`src/hdl/scma_pkg.sv`:
```
package scma_pkg;

   // Build-time sizing of the segment store.
   localparam int NUM_SEGMENTS  = 4;
   localparam int SEGMENT_BYTES = 4096;

   // Fixed register file and word layout.
   localparam int WINDOW_REGS = 4;
   localparam int NUM_BANKS   = 4;
   localparam int COUNT_W     = 3;
   localparam int FLAGS_W     = 8;
   localparam int CSR_INDEX_W = 3;
   localparam int CSR_DATA_W  = 64;

   // Derived sizes.
   localparam int SEARCH_SEGS  = (NUM_SEGMENTS < WINDOW_REGS) ? NUM_SEGMENTS : WINDOW_REGS;
   localparam int SEG_IDX_W    = (NUM_SEGMENTS > 1) ? $clog2(NUM_SEGMENTS) : 1;
   localparam int ROWS_PER_SEG = (SEGMENT_BYTES + NUM_BANKS - 1) / NUM_BANKS;
   localparam int ROW_W        = $clog2(ROWS_PER_SEG);
   localparam int BANK_DEPTH   = NUM_SEGMENTS * ROWS_PER_SEG;
   localparam int BANK_ADDR_W  = $clog2(BANK_DEPTH);

   typedef enum logic [2:0] {
      OP_READ_BYTE   = 3'd0,
      OP_WRITE_BYTE  = 3'd1,
      OP_READ_WORD   = 3'd2,
      OP_WRITE_WORD  = 3'd3,
      OP_PRELOAD_WORD = 3'd4
   } opcode_type;

   typedef enum logic [1:0] {
      STATUS_OK           = 2'd0,
      STATUS_NO_SEGMENT   = 2'd1,
      STATUS_NO_CONTENT   = 2'd2,
      STATUS_NOT_WRITABLE = 2'd3
   } status_type;

   typedef enum logic [CSR_INDEX_W-1:0] {
      CSR_SEGMENT_COUNT = 3'd0,
      CSR_SEG0_WINDOW   = 3'd1,
      CSR_SEG1_WINDOW   = 3'd2,
      CSR_SEG2_WINDOW   = 3'd3,
      CSR_SEG3_WINDOW   = 3'd4,
      CSR_SEGMENT_FLAGS = 3'd5
   } csr_reg_type;

   typedef enum logic [2:0] {
      ST_CLEAR,
      ST_IDLE,
      ST_LOOKUP,
      ST_ADDR,
      ST_MEM,
      ST_DONE
   } state_type;

   // Commands from the controller to the datapath.
   typedef struct packed {
      logic accept;
      logic lookup;
      logic addr_calc;
      logic mem_access;
      logic finish;
      logic clear;
   } dp_cmd_type;

   // Status from the datapath to the controller.
   typedef struct packed {
      logic clear_done;
      logic out_busy;
   } dp_status_type;

endpackage

```
`src/hdl/scma_ctrl.sv`:
```
module scma_ctrl
   import scma_pkg::*;
(
   input  logic          clock,
   input  logic          reset,
   input  logic          req_valid,
   input  dp_status_type dp_status,
   output logic          req_stall,
   output dp_cmd_type    cmd
);

   state_type state_ff;
   state_type state_in;

   // State register.
   always_ff @(posedge clock) begin
      if (reset) begin
         state_ff <= ST_CLEAR;
      end else begin
         state_ff <= state_in;
      end
   end

   // Next state.
   always_comb begin
      state_in = state_ff;
      unique case (state_ff)
         ST_CLEAR: begin
            if (dp_status.clear_done) state_in = ST_IDLE;
         end
         ST_IDLE: begin
            if (req_valid) state_in = ST_LOOKUP;
         end
         ST_LOOKUP: state_in = ST_ADDR;
         ST_ADDR:   state_in = ST_MEM;
         ST_MEM:    state_in = ST_DONE;
         ST_DONE: begin
            if (!dp_status.out_busy) state_in = ST_IDLE;
         end
         default:   state_in = ST_CLEAR;
      endcase
   end

   // Commands for the datapath.
   always_comb begin
      cmd       = '0;
      req_stall = 1'b1;
      unique case (state_ff)
         ST_CLEAR: cmd.clear = 1'b1;
         ST_IDLE: begin
            req_stall  = 1'b0;
            cmd.accept = req_valid;
         end
         ST_LOOKUP: cmd.lookup     = 1'b1;
         ST_ADDR:   cmd.addr_calc  = 1'b1;
         ST_MEM:    cmd.mem_access = 1'b1;
         ST_DONE:   cmd.finish     = !dp_status.out_busy;
         default:   cmd            = '0;
      endcase
   end

endmodule

```
`config.mk`:
```
export PLATFORM = sky130hd
export DESIGN_NAME = scma_ctrl
export DESIGN_NICKNAME = d
export VERILOG_FILES = /design/src/hdl/scma_pkg.sv /design/src/hdl/scma_ctrl.sv
export SDC_FILE = /design/constraint.sdc
export NUM_CORES = 1
export LEC_CHECK = 0
export BUFFER_PORTS_ARGS = -buffer_cell sky130_fd_sc_hd__buf_2
export CAP_MARGIN = 30
export CORE_AREA = 2 2 39 41
export DETAILED_ROUTE_END_ITERATION = 10
export DIE_AREA = 0 0 41 43
export GPL_TIMING_DRIVEN = 0
export HOLD_SLACK_MARGIN = 0.08
export SLEW_MARGIN = 20
export SYNTH_ARGS = -nofsm -noshare
export SYNTH_HDL_FRONTEND = slang
export SYNTH_SLANG_ARGS = --single-unit
```
`constraint.sdc`:
```
create_clock -name clock -period 1.5 [get_ports clock]
set_input_delay 0.45 -clock clock [delete_from_list [all_inputs] [get_ports clock]]
set_output_delay 0.45 -clock clock [all_outputs]
set_load 0.1 [all_outputs]
```
Yosys cells after proc, flatten, opt, wreduce, memory -nomap -nowiden
Index checks and enable logic that the tools add are counted.
{ "totals": {"ff_bits": 3, "latch_bits": 0, "ram_bits": 0, "romBits": 0, "in_bits": 5, "out_inout_bits": 7, "wordCells": 23, "mem_count": 0} }
{ "classes": {"n_addsub": 0, "n_mul": 0, "div": 0, "n_lt_le_gt_ge": 0, "eq_ne": 8, "shift": 0, "mux": 11, "n_bitwise": 0, "n_reduce_logical": 3} }
{ "op_table": {"columns": ["op", "count"], "rows": [
  ["3-bit case mux with 6 select lines", 1],
  ["3-bit 2-to-1 mux", 3],
  ["1-bit 2-to-1 mux", 7],
  ["3-bit by 2-bit == test with 1-bit output, second input constant", 2],
  ["3-bit == test, second input constant", 2],
  ["2-bit != test, second input constant", 3],
  ["3-bit by 1-bit == test with 1-bit output, second input constant", 1],
  ["3-bit zero test", 1],
  ["3-bit AND reduction", 1],
  ["1-bit zero test", 1]
]} }

Depth between registers and ports, before layout
{ "logic_depth": {"ltp_word": 3, "ltp_mapped": 3} }

Worst setup path after synthesis
OpenSTA, ideal clock, no wires.
{ "synth_timing": {"path_type": "reg-to-output", "startpoint": "reg state_ff[2]", "endpoint": "out cmd[1] in the netlist's numbering", "arrival_time_ps": 3567, "path_slack_ps": -2517, "path_stages_with_launch": 3, "n_path_buf": 0, "cell_sequence": "dfxtp_1 > inv_1 > nor4b_1"} }
{ "synth_lines": {"columns": ["element", "line_no", "rtl"], "rows": [
  ["start: declaration", "scma_ctrl.sv:12", "state_type state_ff;"],
  ["start signal: assignment", "scma_ctrl.sv:20", "state_ff <= state_in;"],
  ["end: declaration", "scma_ctrl.sv:9", "output dp_cmd_type cmd"]
]} }

==> impl_metrics.toml <==
[power_and_ir_drop]
netSwitchingPower_mw = 0.2592
peakVddDrop_mv = 0.5066
power.switching_fraction_pct = 45.43
power.density_cell_area_nw_per_um2 = 1034
internal-power_mw = 0.3113
clkPwrFrac_pct = 25.2
power_mw = 0.5705
share_comb_of_total_power_pct = 53.9
power.share.sequential_pct = 20.9
p_leak_nw = 0.2207

[cts]
cts_max_path_buffers = 2
worstSkewPairLatency_ns = 0.24
ctsRootBufferMaster = "sky130_fd_sc_hd__clkbuf_4"
cts_buffers = 3
hold_buffers = 0
cts_tree = "done"
numClockSinks = 3
cts.reportedPaths.clkPinSlew_ns = 0.04
htree_num_levels = 1

[die]
rows = 14
coreArea_um2 = 1384
number_of_primary_i_o_pins = 12
floorplan.die.height_um = 43
initial_core_util_pct = 14.38
die_x_um = 41
die-area_um2 = 1763

[synthesis]
share_of_synthesized_area_occupied_by_flip_flops_and_latches_pct = 30.19
postSynthRegisterBits = 3
main_combinational_cell_family_by_area_after_synthesis = "simple AND/OR/NAND/NOR gates"
synth.mux.area_fraction_pct = 0
post_synthesis_instance_total = 26
syn-num-nets = 31
yosys.area_share.simple_pct = 37.11
yosys.cell_types.count = 17
synth_compound_area_share_pct = 21.38
syn_area_per_cell_um2 = 7.652
synth-xor-area-share_pct = 0
synth_adder_area_share_pct = 0
netlist_area_um2 = 198.9
yosys_warnings = 0

[sta]
finalHoldViolations = 0
max_clock_freq_ghz = 0.6057
clock_skew_ns = 0.002654
report.final.slew_viol_count = 0
final.min_clock_period_ns = 1.651
setup_violations = 7
worst_slew_margin_relative_to_its_limit_pct = 86.16
final.setup.worst_slack_ns = -0.1511
grt_setup_unrepaired = "yes"
worst-slew-pin-transition_ns = 0.2068
timing.final.crit_share_pct = 110.1

[route]
drc = 0
final_antenna_net_count = 0
first_pass_iters = 4
detail_route.wl_per_cell_um = 10.76
vias_cell = 4.413
initialDrtViolationCount = 3
route.vias.total = 278
route.final.wire_length_um = 678

[layout]
largest_register_ffs = 3
final_nets = 53
instances_no_fill = 63
area_delta_synth_final_pct = 177.4
largest_register = "state_ff"
antenna_cells_inserted = 0
area.sequential_um2 = 71.32
multi_input_comb_area_um2 = 193.9
largestRegisters = "state_ff: 3 flops"
final_layout_size_suffix_gt1_share_pct = 80.85
layout.filler_cells = 143

[global_routing]
grt.overflow.total = 0
antenna_found_initial = 0
number_of_global_route_vias_before_repair = 312
global_route_wire_length_before_repair_um = 1297
grt_start_max_net_pins = 8
grtUsageTotal_pct = 11.43

[worst_hold_path]
hp-start = "reset"
class_of_the_tightest_hold_or_removal_check = "in2reg"

[critical_path]
timing.critical_path.required_ns = 1.05
timing.critical_path.to_type = "output port"
setup.worst_path.start = "state_ff[2]$_SDFFE_PP0P_"
worst-setup-path-type = "reg2out"
worst_ep_arrival_ns = 1.20
critPathMaxFanout = 4
timing.rr.start = "state_ff[2]$_SDFFE_PP0P_"
critPathLaunchType = "flop"

[placement]
port-buffer-count = 11
place.detailed.hpwl_um = 415.4
place_congestion = 0.6324
post-place-cells = 53

[outcome]
failed_checks = "setup timing"
status = "finished with violations"

[job]
max_cap_viol_count = 0
## cell families after synthesis
group                  Yosys count
and+or+nand+nor                 13
AOI/OAI and AO/OA                5
buffers and inverters            5
DFF                              3
## placed cells by master (no fill, tap or decap), drive strengths merged
cell type | Yosys | routed
buf | 1 | 18
clkbuf | 0 | 4
nor3 | 3 | 3
dfxtp | 3 | 3
inv | 4 | 3
nand3 | 3 | 3
a21oi | 3 | 3
and2b | 1 | 1
nand2 | 1 | 1
clkinvlp | 0 | 1
nor4b | 1 | 1
nor2 | 1 | 1
or2b | 1 | 1
or2 | 1 | 1
o32ai | 1 | 1
nand2b | 1 | 1
a211oi | 1 | 1
## timing repair
action,4_1_cts,5_1_grt
pin swaps,6,2
setup buffers,6,1
resized for setup,30,3
setup endpoints to repair,7,7
## synthesized netlist by cell type, drive strengths merged
cell type | number | area [um^2]
and2b | 1 | 7.510
nor2 | 1 | 3.750
dfxtp | 3 | 60.06
nor3 | 3 | 15.01
o32ai | 1 | 16.27
or2 | 1 | 6.260
nor4b | 1 | 8.760
nand2 | 1 | 3.750
nand3 | 3 | 15.01
buf | 1 | 7.510
nand2b | 1 | 6.260
a21oi | 3 | 18.77
a211oi | 1 | 7.510
inv | 4 | 15.01
or2b | 1 | 7.510
## critical path: stages (launching register included)
cell and delay, ns:
sky130_fd_sc_hd__dfxtp_4 0.38, sky130_fd_sc_hd__and2b_2 0.25, sky130_fd_sc_hd__nand2_4 0.07, sky130_fd_sc_hd__clkinvlp_4 0.09
sky130_fd_sc_hd__buf_12 0.17
## cell type report
cell class,count,area share [%]
clock buffer,4,4.762
timing repair buffer,18,38.32
sequential,3,12.93
inverter,4,5.215
multi-input combinational,18,35.15
tap,16,3.628
## power groups by stage
stage          registers [mW]  clock network [mW]  logic [mW]
2_1_floorplan           0.102                   0       0.216
3_3_place_gp            0.104                   0       0.245
3_5_place_dp            0.104                   0       0.246
4_1_cts                 0.104               0.149       0.328
5_1_grt                 0.121               0.159       0.321
6_report                0.119               0.144       0.308
## per-stage QoR
stage / hold slack (ns) / util, % / setup TNS [ns] / setup slack, ns / instance area [um^2]
after detailed placement: 0.5270 / 26.76 / -0.3853 / -0.1770 / 370.4
after floorplan: 0.4940 / - / -1.448 / -0.4901 / 295.3
after global routing: 0.4210 / 39.87 / -0.8285 / -0.1972 / 551.8
after global placement: 0.5257 / 26.76 / -0.3658 / -0.1744 / 370.4
final: 0.4217 / 39.87 / -0.5013 / -0.1511 / 551.8
after CTS: 0.4093 / 39.78 / -0.5663 / -0.1489 / 550.5
## metal layers
layer	vias to the layer above	GRT usage [%]	share of wire, %
met5	-	0	0
met4	0	8.000	2.1
met3	2	5.236	7.5
met2	17	16.56	52
met1	128	12.50	38
li1	131	-	-
## final timing paths
| kind | to | slack [ns] | cells after the start |
|---|---|---|---|
| max | cmd[3] | -0.15 | 4 |
| max reg2reg | state_ff[0]$_SDFFE_PP0P_ | 0.29 | 5 |
| min reg2reg | state_ff[1]$_SDFFE_PP0P_ | 0.57 | 2 |
| min | state_ff[2]$_SDFFE_PP0P_ | 0.42 | 2 |
Note: power is estimated with default switching activity, not from simulation.
